$ cat config.mk
export PLATFORM = sky130hd
export DESIGN_NAME = sensor_poll_recovery_fsm
export DESIGN_NICKNAME = d
export VERILOG_FILES = /design/src/hw/rtl/spr_pkg.sv /design/src/hw/rtl/spr_in_stage.sv /design/src/hw/rtl/spr_core.sv /design/src/hw/rtl/spr_out_stage.sv /design/src/hw/rtl/sensor_poll_recovery_fsm.sv
export SDC_FILE = /design/constraint.sdc
export NUM_CORES = 1
export LEC_CHECK = 0
export BUFFER_PORTS_ARGS = -buffer_cell sky130_fd_sc_hd__buf_2
export CORE_ASPECT_RATIO = 1.25
export CORE_MARGIN = 4
export CORE_UTILIZATION = 55
export CTS_CLUSTER_SIZE = 8
export DETAILED_ROUTE_END_ITERATION = 7
export GPL_TIMING_DRIVEN = 0
export PLACE_DENSITY = 0.76
export SYNTH_ARGS = -nofsm -noshare
export SYNTH_HDL_FRONTEND = slang
export SYNTH_SLANG_ARGS = --single-unit
$ cat constraint.sdc
create_clock -name clk -period 7.1 [get_ports clk]
set_clock_uncertainty 0.05 [all_clocks]
set_input_delay 1.065 -clock clk [delete_from_list [all_inputs] [get_ports clk]]
set_output_delay 1.065 -clock clk [all_outputs]
set_load 0.005 [all_outputs]
$ cat src/hw/rtl/spr_pkg.sv
// ----------------------------------------------------------------------------
// spr_pkg
// Shared types and constants of the sensor poll recovery supervisor.
// ----------------------------------------------------------------------------
package spr_pkg;

  localparam int IN_TDATA_W  = 104;
  localparam int OUT_TDATA_W = 72;
  localparam int CFG_IDX_W   = 2;
  localparam int CFG_DATA_W  = 32;

  // Item kinds carried on the input side band.
  localparam logic KIND_POLL = 1'b0;
  localparam logic KIND_RESP = 1'b1;

  // Response outcome codes.
  localparam logic [1:0] OUTC_OK        = 2'd0;
  localparam logic [1:0] OUTC_NOT_READY = 2'd1;

  // Configuration register indexes.
  localparam logic [CFG_IDX_W-1:0] CFG_POLL_INTERVAL = 2'd0;
  localparam logic [CFG_IDX_W-1:0] CFG_DEGR_RETRY    = 2'd1;
  localparam logic [CFG_IDX_W-1:0] CFG_ERROR_LIMIT   = 2'd2;

  localparam logic [15:0] POLL_INTERVAL_RST = 16'd100;
  localparam logic [31:0] DEGR_RETRY_RST    = 32'd5000;
  localparam logic [7:0]  ERROR_LIMIT_RST   = 8'd3;
  localparam logic [7:0]  ERR_COUNT_MAX     = 8'hFF;

  typedef enum logic [2:0] {
    MODE_INIT    = 3'd0,
    MODE_RUN     = 3'd1,
    MODE_RETRY   = 3'd2,
    MODE_BUSRST  = 3'd3,
    MODE_SOFTRST = 3'd4,
    MODE_DEGR    = 3'd5
  } mode_t;

  typedef enum logic [2:0] {
    ACT_NONE = 3'd0,
    ACT_INIT = 3'd1,
    ACT_BUS  = 3'd2,
    ACT_SOFT = 3'd3,
    ACT_READ = 3'd4
  } act_t;

  typedef struct packed {
    logic        kind;
    logic [31:0] now_ms;
    logic [1:0]  outcome;
    logic [7:0]  clear_low;
    logic [7:0]  clear_high;
    logic [7:0]  red_low;
    logic [7:0]  red_high;
    logic [7:0]  green_low;
    logic [7:0]  green_high;
    logic [7:0]  blue_low;
    logic [7:0]  blue_high;
  } in_item_t;

  typedef struct packed {
    act_t        action;
    mode_t       mode;
    logic        available;
    logic [15:0] clear_value;
    logic [15:0] red_value;
    logic [15:0] green_value;
    logic [15:0] blue_value;
  } out_item_t;

endpackage

$ cat src/hw/rtl/spr_in_stage.sv
// ----------------------------------------------------------------------------
// spr_in_stage
// Input register: captures one transfer and unpacks it into an item.
// ----------------------------------------------------------------------------
module spr_in_stage (
  input  logic                         clk,
  input  logic                         rst_n,
  input  logic                         in_tvalid,
  output logic                         in_tready,
  input  logic [spr_pkg::IN_TDATA_W-1:0] in_tdata,  // now_ms, outcome, clear lo/hi,
                                                    // red lo/hi, green lo/hi, blue lo/hi
  input  logic                         in_tuser,  // kind
  input  logic                         advance,
  output logic                         item_valid,
  output spr_pkg::in_item_t            item
);
  import spr_pkg::*;

  logic     valid_r, valid_nxt;
  in_item_t item_r;
  logic     accept;

  assign in_tready = !valid_r || advance;
  assign accept    = in_tvalid && in_tready;

  always_comb begin
    valid_nxt = valid_r;
    if (accept) begin
      valid_nxt = 1'b1;
    end else if (advance) begin
      valid_nxt = 1'b0;
    end
  end

  always_ff @(posedge clk) begin
    if (!rst_n) begin
      valid_r <= 1'b0;
    end else begin
      valid_r <= valid_nxt;
    end
  end

  always_ff @(posedge clk) begin
    if (accept) begin
      item_r.kind       <= in_tuser;
      item_r.now_ms     <= in_tdata[31:0];
      item_r.outcome    <= in_tdata[33:32];
      item_r.clear_low  <= in_tdata[41:34];
      item_r.clear_high <= in_tdata[49:42];
      item_r.red_low    <= in_tdata[57:50];
      item_r.red_high   <= in_tdata[65:58];
      item_r.green_low  <= in_tdata[73:66];
      item_r.green_high <= in_tdata[81:74];
      item_r.blue_low   <= in_tdata[89:82];
      item_r.blue_high  <= in_tdata[97:90];
    end
  end

  assign item_valid = valid_r;
  assign item       = item_r;

endmodule

$ cat src/hw/rtl/spr_core.sv
// ----------------------------------------------------------------------------
// spr_core
// Recovery state machine, configuration registers and stored colour reading.
// ----------------------------------------------------------------------------
module spr_core (
  input  logic                            clk,
  input  logic                            rst_n,
  input  logic                            cfg_wr_en,
  input  logic [spr_pkg::CFG_IDX_W-1:0]   cfg_index,
  input  logic [spr_pkg::CFG_DATA_W-1:0]  cfg_wdata,
  input  logic                            step_en,
  input  spr_pkg::in_item_t               item,
  output spr_pkg::out_item_t              res
);
  import spr_pkg::*;

  logic [15:0] poll_interval_r;
  logic [31:0] degr_retry_r;
  logic [7:0]  error_limit_r;

  mode_t       mode_r, mode_nxt;
  act_t        pending_r, pending_nxt;
  logic        awaiting_r, awaiting_nxt;
  logic        valid_r, valid_nxt;
  logic [7:0]  err_r, err_nxt;
  logic [31:0] last_poll_r, last_poll_nxt;
  logic [31:0] degr_mark_r, degr_mark_nxt;
  logic [15:0] store_r   [4];
  logic [15:0] store_nxt [4];

  logic [31:0] poll_dt;
  logic [31:0] degr_dt;
  logic        poll_go;
  logic        degr_due;
  logic        resp_go;
  logic        resp_ok;
  logic [7:0]  err_inc;
  act_t        action;

  always_ff @(posedge clk) begin
    if (!rst_n) begin
      poll_interval_r <= POLL_INTERVAL_RST;
      degr_retry_r    <= DEGR_RETRY_RST;
      error_limit_r   <= ERROR_LIMIT_RST;
    end else if (cfg_wr_en) begin
      unique case (cfg_index)
        CFG_POLL_INTERVAL: poll_interval_r <= cfg_wdata[15:0];
        CFG_DEGR_RETRY:    degr_retry_r    <= cfg_wdata;
        CFG_ERROR_LIMIT:   error_limit_r   <= cfg_wdata[7:0];
        default: ;
      endcase
    end
  end

  // Both time checks use modular differences, so a wrapped clock still works.
  assign poll_dt  = item.now_ms - last_poll_r;
  assign degr_dt  = item.now_ms - degr_mark_r;
  assign poll_go  = step_en && (item.kind == KIND_POLL) && !awaiting_r
                    && (poll_dt >= {16'd0, poll_interval_r});
  assign degr_due = degr_dt >= degr_retry_r;
  assign resp_go  = step_en && (item.kind == KIND_RESP) && awaiting_r;
  assign resp_ok  = item.outcome == OUTC_OK;
  assign err_inc  = (err_r == ERR_COUNT_MAX) ? err_r : err_r + 8'd1;

  // Action issued by an accepted poll.
  always_comb begin
    action = ACT_NONE;
    if (poll_go) begin
      unique case (mode_r)
        MODE_INIT:    action = ACT_INIT;
        MODE_RUN:     action = ACT_READ;
        MODE_RETRY:   action = ACT_INIT;
        MODE_BUSRST:  action = ACT_BUS;
        MODE_SOFTRST: action = ACT_SOFT;
        default:      action = ACT_NONE;
      endcase
    end
  end

  // Next state.
  always_comb begin
    mode_nxt      = mode_r;
    pending_nxt   = pending_r;
    awaiting_nxt  = awaiting_r;
    valid_nxt     = valid_r;
    err_nxt       = err_r;
    last_poll_nxt = last_poll_r;
    degr_mark_nxt = degr_mark_r;
    store_nxt     = store_r;
    if (poll_go) begin
      last_poll_nxt = item.now_ms;
      if (action != ACT_NONE) begin
        awaiting_nxt = 1'b1;
        pending_nxt  = action;
      end else begin
        // Degraded: the reading is dropped and recovery restarts after a while.
        valid_nxt = 1'b0;
        if (degr_due) begin
          degr_mark_nxt = item.now_ms;
          mode_nxt      = MODE_RETRY;
        end
      end
    end else if (resp_go) begin
      awaiting_nxt = 1'b0;
      pending_nxt  = ACT_NONE;
      if (pending_r == ACT_READ) begin
        if (resp_ok) begin
          store_nxt[0] = {item.clear_high, item.clear_low};
          store_nxt[1] = {item.red_high, item.red_low};
          store_nxt[2] = {item.green_high, item.green_low};
          store_nxt[3] = {item.blue_high, item.blue_low};
          valid_nxt    = 1'b1;
          err_nxt      = 8'd0;
        end else if (item.outcome != OUTC_NOT_READY) begin
          err_nxt   = err_inc;
          valid_nxt = 1'b0;
          if (err_inc >= error_limit_r) begin
            mode_nxt = MODE_RETRY;
          end
        end
      end else if (resp_ok) begin
        mode_nxt = MODE_RUN;
        err_nxt  = 8'd0;
      end else if (pending_r == ACT_INIT) begin
        mode_nxt = (mode_r == MODE_INIT) ? MODE_RETRY : MODE_BUSRST;
      end else if (pending_r == ACT_BUS) begin
        mode_nxt = MODE_SOFTRST;
      end else begin
        mode_nxt = MODE_DEGR;
      end
    end
  end

  always_ff @(posedge clk) begin
    if (!rst_n) begin
      mode_r      <= MODE_INIT;
      pending_r   <= ACT_NONE;
      awaiting_r  <= 1'b0;
      valid_r     <= 1'b0;
      err_r       <= 8'd0;
      last_poll_r <= 32'd0;
      degr_mark_r <= 32'd0;
      store_r     <= '{default: 16'd0};
    end else begin
      mode_r      <= mode_nxt;
      pending_r   <= pending_nxt;
      awaiting_r  <= awaiting_nxt;
      valid_r     <= valid_nxt;
      err_r       <= err_nxt;
      last_poll_r <= last_poll_nxt;
      degr_mark_r <= degr_mark_nxt;
      store_r     <= store_nxt;
    end
  end

  // The result reports the state as it stands after this item.
  always_comb begin
    res.action      = action;
    res.mode        = mode_nxt;
    res.available   = valid_nxt;
    res.clear_value = store_nxt[0];
    res.red_value   = store_nxt[1];
    res.green_value = store_nxt[2];
    res.blue_value  = store_nxt[3];
  end

`ifndef SYNTHESIS
  a_pending_matches_wait: assert property (@(posedge clk) disable iff (!rst_n)
    awaiting_r == (pending_r != ACT_NONE))
    else $error("pending action disagrees with the wait flag");

  a_action_starts_wait: assert property (@(posedge clk) disable iff (!rst_n)
    (step_en && action != ACT_NONE) |=> awaiting_r)
    else $error("issued action did not start a wait");

  a_degraded_is_silent: assert property (@(posedge clk) disable iff (!rst_n)
    (step_en && mode_r == MODE_DEGR) |-> (action == ACT_NONE))
    else $error("action issued in degraded mode");

  a_valid_from_read: assert property (@(posedge clk) disable iff (!rst_n)
    $rose(valid_r) |-> $past(resp_go && pending_r == ACT_READ && resp_ok))
    else $error("reading became available without a good read");
`endif

endmodule

$ cat src/hw/rtl/spr_out_stage.sv
// ----------------------------------------------------------------------------
// spr_out_stage
// Result register: holds one packed result until the sink takes it.
// ----------------------------------------------------------------------------
module spr_out_stage (
  input  logic                            clk,
  input  logic                            rst_n,
  input  logic                            load,
  input  spr_pkg::out_item_t              res,
  output logic                            space,
  output logic                            out_tvalid,
  input  logic                            out_tready,
  output logic [spr_pkg::OUT_TDATA_W-1:0] out_tdata  // action, mode, available, clear,
                                                     // red, green, blue values
);
  import spr_pkg::*;

  logic                   valid_r, valid_nxt;
  logic [OUT_TDATA_W-1:0] data_r;

  assign space = !valid_r || out_tready;

  always_comb begin
    valid_nxt = valid_r;
    if (load) begin
      valid_nxt = 1'b1;
    end else if (out_tready) begin
      valid_nxt = 1'b0;
    end
  end

  always_ff @(posedge clk) begin
    if (!rst_n) begin
      valid_r <= 1'b0;
    end else begin
      valid_r <= valid_nxt;
    end
  end

  always_ff @(posedge clk) begin
    if (load) begin
      data_r <= {1'b0, res.blue_value, res.green_value, res.red_value, res.clear_value,
                 res.available, res.mode, res.action};
    end
  end

  assign out_tvalid = valid_r;
  assign out_tdata  = data_r;

endmodule

$ cat src/hw/rtl/sensor_poll_recovery_fsm.sv
// ----------------------------------------------------------------------------
// sensor_poll_recovery_fsm
// Poll-driven supervisor of a colour sensor with escalating fault recovery.
//
//   Channel  Direction  Ports                               Contents
//   in       sink       in_tvalid/tready/tdata/tuser        poll or response
//   out      source     out_tvalid/tready/tdata             action, mode, reading
//   cfg      sink       cfg_wr_en/index/wdata               three control registers
//
// One item per cycle sustained while the sink takes results; each result passes
// the input register and then the result register before it is presented.
// The whole state update is combinational between those two registers.
// Reset is synchronous, active low, and loads the register defaults.
// A stalled sink holds the result register; the input register then fills
// and in_tready drops until the result is taken.
// ----------------------------------------------------------------------------
module sensor_poll_recovery_fsm (
  input  logic                             clk,
  input  logic                             rst_n,
  input  logic                             in_tvalid,
  output logic                             in_tready,
  input  logic [spr_pkg::IN_TDATA_W-1:0]   in_tdata,  // now_ms, outcome, clear lo/hi,
                                                      // red lo/hi, green lo/hi, blue lo/hi
  input  logic                             in_tuser,  // kind
  output logic                             out_tvalid,
  input  logic                             out_tready,
  output logic [spr_pkg::OUT_TDATA_W-1:0]  out_tdata, // action, mode, available, clear,
                                                      // red, green, blue values
  input  logic                             cfg_wr_en,
  input  logic [spr_pkg::CFG_IDX_W-1:0]    cfg_index,
  input  logic [spr_pkg::CFG_DATA_W-1:0]   cfg_wdata
);
  import spr_pkg::*;

  in_item_t  item;
  out_item_t res;
  logic      item_valid;
  logic      space;
  logic      advance;

  assign advance = item_valid && space;

  spr_in_stage u_in (
    .clk        (clk),
    .rst_n      (rst_n),
    .in_tvalid  (in_tvalid),
    .in_tready  (in_tready),
    .in_tdata   (in_tdata),
    .in_tuser   (in_tuser),
    .advance    (advance),
    .item_valid (item_valid),
    .item       (item)
  );

  spr_core u_core (
    .clk       (clk),
    .rst_n     (rst_n),
    .cfg_wr_en (cfg_wr_en),
    .cfg_index (cfg_index),
    .cfg_wdata (cfg_wdata),
    .step_en   (advance),
    .item      (item),
    .res       (res)
  );

  spr_out_stage u_out (
    .clk        (clk),
    .rst_n      (rst_n),
    .load       (advance),
    .res        (res),
    .space      (space),
    .out_tvalid (out_tvalid),
    .out_tready (out_tready),
    .out_tdata  (out_tdata)
  );

endmodule

==> impl_results.md <==
* P_sw at about 0.0013 W
* Number of buffers created by CTS at 52
* Worst-path clk slew at around 0.05 ns
* Ys Warns at 0
* Hold/Removal Path Class: reg -> reg
* Yosys cell types at between 70 and 80
* Number of setup buffers added after CTS at 0
* Gr usage total at 0.239
* Via total after detailed routing at between 10k and 15k
* First DRT Iteration DRCs at just over 800
* Starting Density at 0.560
* Global-route congestion overflow total at 0
* Die footprint at approximately 0.036 mm2
* Summed instance area of the synthesized netlist at between 0.015 and 0.02 mm2
* Number of enable-type register cells in the synthesized netlist at between 150 and 200
* Result of the run: finished clean
* Critical Setup Path Class: reg -> reg
* Depth of the CTS H-tree at 2
* Most common flop cell mapped by yosys: dfxtp_1
* Internal Power at 0.00391 W
* Top achievable clock speed at 163 MHz
* Final-report setup violation count at 0
* Floorplan die height at 210 um
* Sum of buffers and inverters on the critical path at 3
* Clock network latency to the later pin of the worst-skew pair at roughly 0.6 ns
* Dpl cells at between 2k and 2.5k
* Sequential area share after synthesis at 0.511
* Worst hold path stage count at 2
* Share of synthesized registers carrying an async set or reset at 0
* Final Critical Period at just over 6 ns
* Pwr/cell area at 246 mW/mm2
* Cell at the slowest stage of the critical path: a211oi_1
* Largest buffer count on any clock path at 3
* Overall power consumption at roughly 0.0052 W
* Relative max-transition margin at 0.205
* Endpoint required time on the critical path at roughly 7.4 ns
* Post-synthesis register bit count at 372
* Vias in the first global route at about 14k
* Crit path largest cell delay at around 0.47 ns
* Antenna violations before repair at 9
* Post-layout worst setup margin at 0.979 ns
* Part of the power in combinational logic at 0.108
* Fill cell instance count of the final layout at 2543
* Family of cells with the greatest summed delay on the critical path: compound AO/OA/AOI/OAI gates
* Root buffer selected by CTS: clkbuf_16
* Overall routed net length at ~43000 um
* Final worst-path cycle share at 0.862
* Worst VDD drop at roughly 0.23 mV
* Post-Synthesis Mean Instance Area at about 10 um2
* Maximum number of pins on one net before global-route repair at 64
* Number of placement rows at 73
* Number of maximum-capacitance violations at 0
* Static leakage at 8.68 nW
* Startpoint kind of the worst setup timing path: flop
* Pre-CTS worst setup slack at 1.04 ns
* Number of nets produced by synthesis at 1985
* Sw frac at 0.246
* Number of nets in the finished design at 2251
* Resized Gates After CTS at 0
* Most frequent cell on the critical path: o21ai_0
* Number of optimization iterations in the first detailed-route pass at 6
* Non-filler cells in the finished layout at ~2.4k
* Core Region at approximately 0.032 mm2
* Commonest non-fill, non-tap cell in the layout: nand2_1
* GPL Wtd Cong at ~0.93
* Pins over their slew limit at 0
* Chip width at about 170 um
* Met1 track utilization from global routing at 0.274
* Detail-routed net length per standard cell at approximately 18 um
* Highest-count cells in the layout ignoring fill and taps: 247 x nand2_1, 216 x buf_2, 202 x dfxtp_1, 170 x edfxtp_1, 133 x inv_1
* Number of sinks driven by the clock tree at 372
* Cell-by-cell trace of the critical path: inv_1, ha_1, inv_1, fa_1, a211oi_1, o21ai_0, and3_1, o31ai_1, o21ai_0, a211oi_1, or4_1, nand3_1, o41ai_1, xnor2_1, ha_1, a2111oi_0, o21ai_0, o21ai_0, o21ai_0, a21oi_1, nor3b_1, nand2_2, buf_4, a21boi_0
* I/O Buffers at about 210
* Capturing element type of the critical path: flop
* Per-cell via count in the routed design at approximately 5.5
* Number of cells on the worst reg-to-reg path at 24
* Number of failing hold endpoints at the final stage at 0
* Number of cells on the critical path at 24
* TritonCTS clock tree: built
* Global routing met2 resource utilization at 0.420
* I/O pins at between 200 and 250
* Critical path fanouts, max at 10
* CTS Hold Buffers Added at 0
* Number of nets still failing antenna checks after routing at 0
* Flop pwr share at 0.453
* Number of instances in the synthesized netlist at about 1.7k
* Clock network power share at 0.439
* Routing layer with the top usage in global route: met2
* Met3 Resource Use GR at 0.0673
* Area grow syn2layout at 17.7%
* DP HPWL at about 32000 um
* Transition at the pin with the smallest max-transition slack at between 1 and 1.5 ns
* Share of final-layout standard cells stronger than drive strength 1 at 0.180
* Arrival time worst endpoint at around 6.4 ns
* RSZ-0062 raised after global routing: no
* Number of remaining DRC errors at 0
* Wire length of the first global-routing pass at just under 70000 um
## cell usage after synthesis (12+ instances only)
cell type / count / area [um2]
edfxtp_1: 170 / 5100
mux2_2: 66 / 743
nand4_1: 13 / 81.3
xor2_1: 13 / 114
clkbuf_1: 49 / 184
a21oi_1: 115 / 576
and2_1: 71 / 444
nand3_1: 24 / 120
mux2i_1: 78 / 781
dfxtp_1: 202 / 4040
a211oi_1: 12 / 90.1
o21a_1: 13 / 97.6
and3_1: 22 / 138
o211ai_1: 15 / 113
a21o_1: 30 / 225
o21ai_0: 45 / 225
xnor2_1: 41 / 359
nor3_1: 15 / 75.1
inv_1: 133 / 499
nor2_1: 78 / 293
nand2_1: 247 / 927
ha_1: 119 / 1490
## registers in the layout, summed over array words and instances, names as in the netlist, 3 cells and up
| signal | count |
|---|---|
| u_core.last_poll_r | 32 |
| u_core.poll_interval_r | 16 |
| u_core.degr_retry_r | 32 |
| u_core.degr_mark_r | 32 |
| u_out.out_tdata | 71 |
| u_core.pending_r | 3 |
| u_core.store_r | 64 |
| u_in.item | 99 |
| u_core.mode_r | 3 |
| u_core.error_limit_r | 8 |
| u_core.err_r | 8 |
## metrics by stage
stage	utilization	setup TNS [ns]	hold slack (ns)	cell area, um2
finish	0.659	0	0.405	21100
floorplan	-	0	0.385	17900
global placement	0.609	-334.90	0.393	19500
detailed placement	0.612	0	0.398	19600
CTS	0.659	0	0.405	21100
global route	0.659	0	0.422	21100
## logic make-up (layout without fill, tap and decap cells)
group / Yosys count / count (layout) / synth area share
simple gates: 525 / 525 / 0.138
compound gates: 302 / 302 / 0.109
xor+xnor: 54 / 54 / 0.0264
other cells: 1 / 3 / 0.000209
buf+inv: 201 / 505 / 0.0453
fa+ha+maj: 121 / 121 / 0.0854
flops: 372 / 372 / 0.511
mux: 144 / 144 / 0.0851
## worst paths after layout
kind	start	endpoint	slack (ns)
worst min-delay path	u_core.degr_mark_r[4]$_SDFFE_PN0P_	u_core.degr_mark_r[4]$_SDFFE_PN0P_	0.40
worst max register to register	u_in.item[66]$_DFFE_PP_	u_out.out_tdata[4]$_DFFE_PP_	0.98
worst min register to register	u_core.degr_mark_r[4]$_SDFFE_PN0P_	u_core.degr_mark_r[4]$_SDFFE_PN0P_	0.40
worst max-delay path	u_in.item[66]$_DFFE_PP_	u_out.out_tdata[4]$_DFFE_PP_	0.98
## layer usage
metal | vias up | share of wire
met1 | 6331 | 0.38
met5 | - | 0.0023
li1 | 6574 | -
met3 | 138 | 0.079
met4 | 14 | 0.042
met2 | 454 | 0.49
## area by class of cell
class	count	area [um2]	area share
antenna	2	5.00	0.000237
buffer	68	313	0.0148
clock buffer	88	1440	0.0682
clock inverter	4	85.1	0.00404
inverter	133	499	0.0237
multi-input combinational	1147	7960	0.378
sequential	372	9150	0.434
tap	412	515	0.0245
timing repair buffer	212	1110	0.0528
## power groups by stage
| stage | sequential, W | clock (W) | combinational, W |
|---|---|---|---|
| 2_1_floorplan | 0.00238 | 0 | 0.000370 |
| 3_3_place_gp | 0.00240 | 0 | 0.000534 |
| 3_5_place_dp | 0.00239 | 0 | 0.000555 |
| 4_1_cts | 0.00235 | 0.00233 | 0.000560 |
| 5_1_grt | 0.00235 | 0.00243 | 0.000630 |
| 6_report | 0.00235 | 0.00228 | 0.000562 |
## tightest hold or removal path: stages (launching register included)
cell     delay [ns]
dfxtp_1        0.30
nand2_1        0.05
mux2i_1        0.05
No activity file was read; power rests on OpenSTA's default activity.
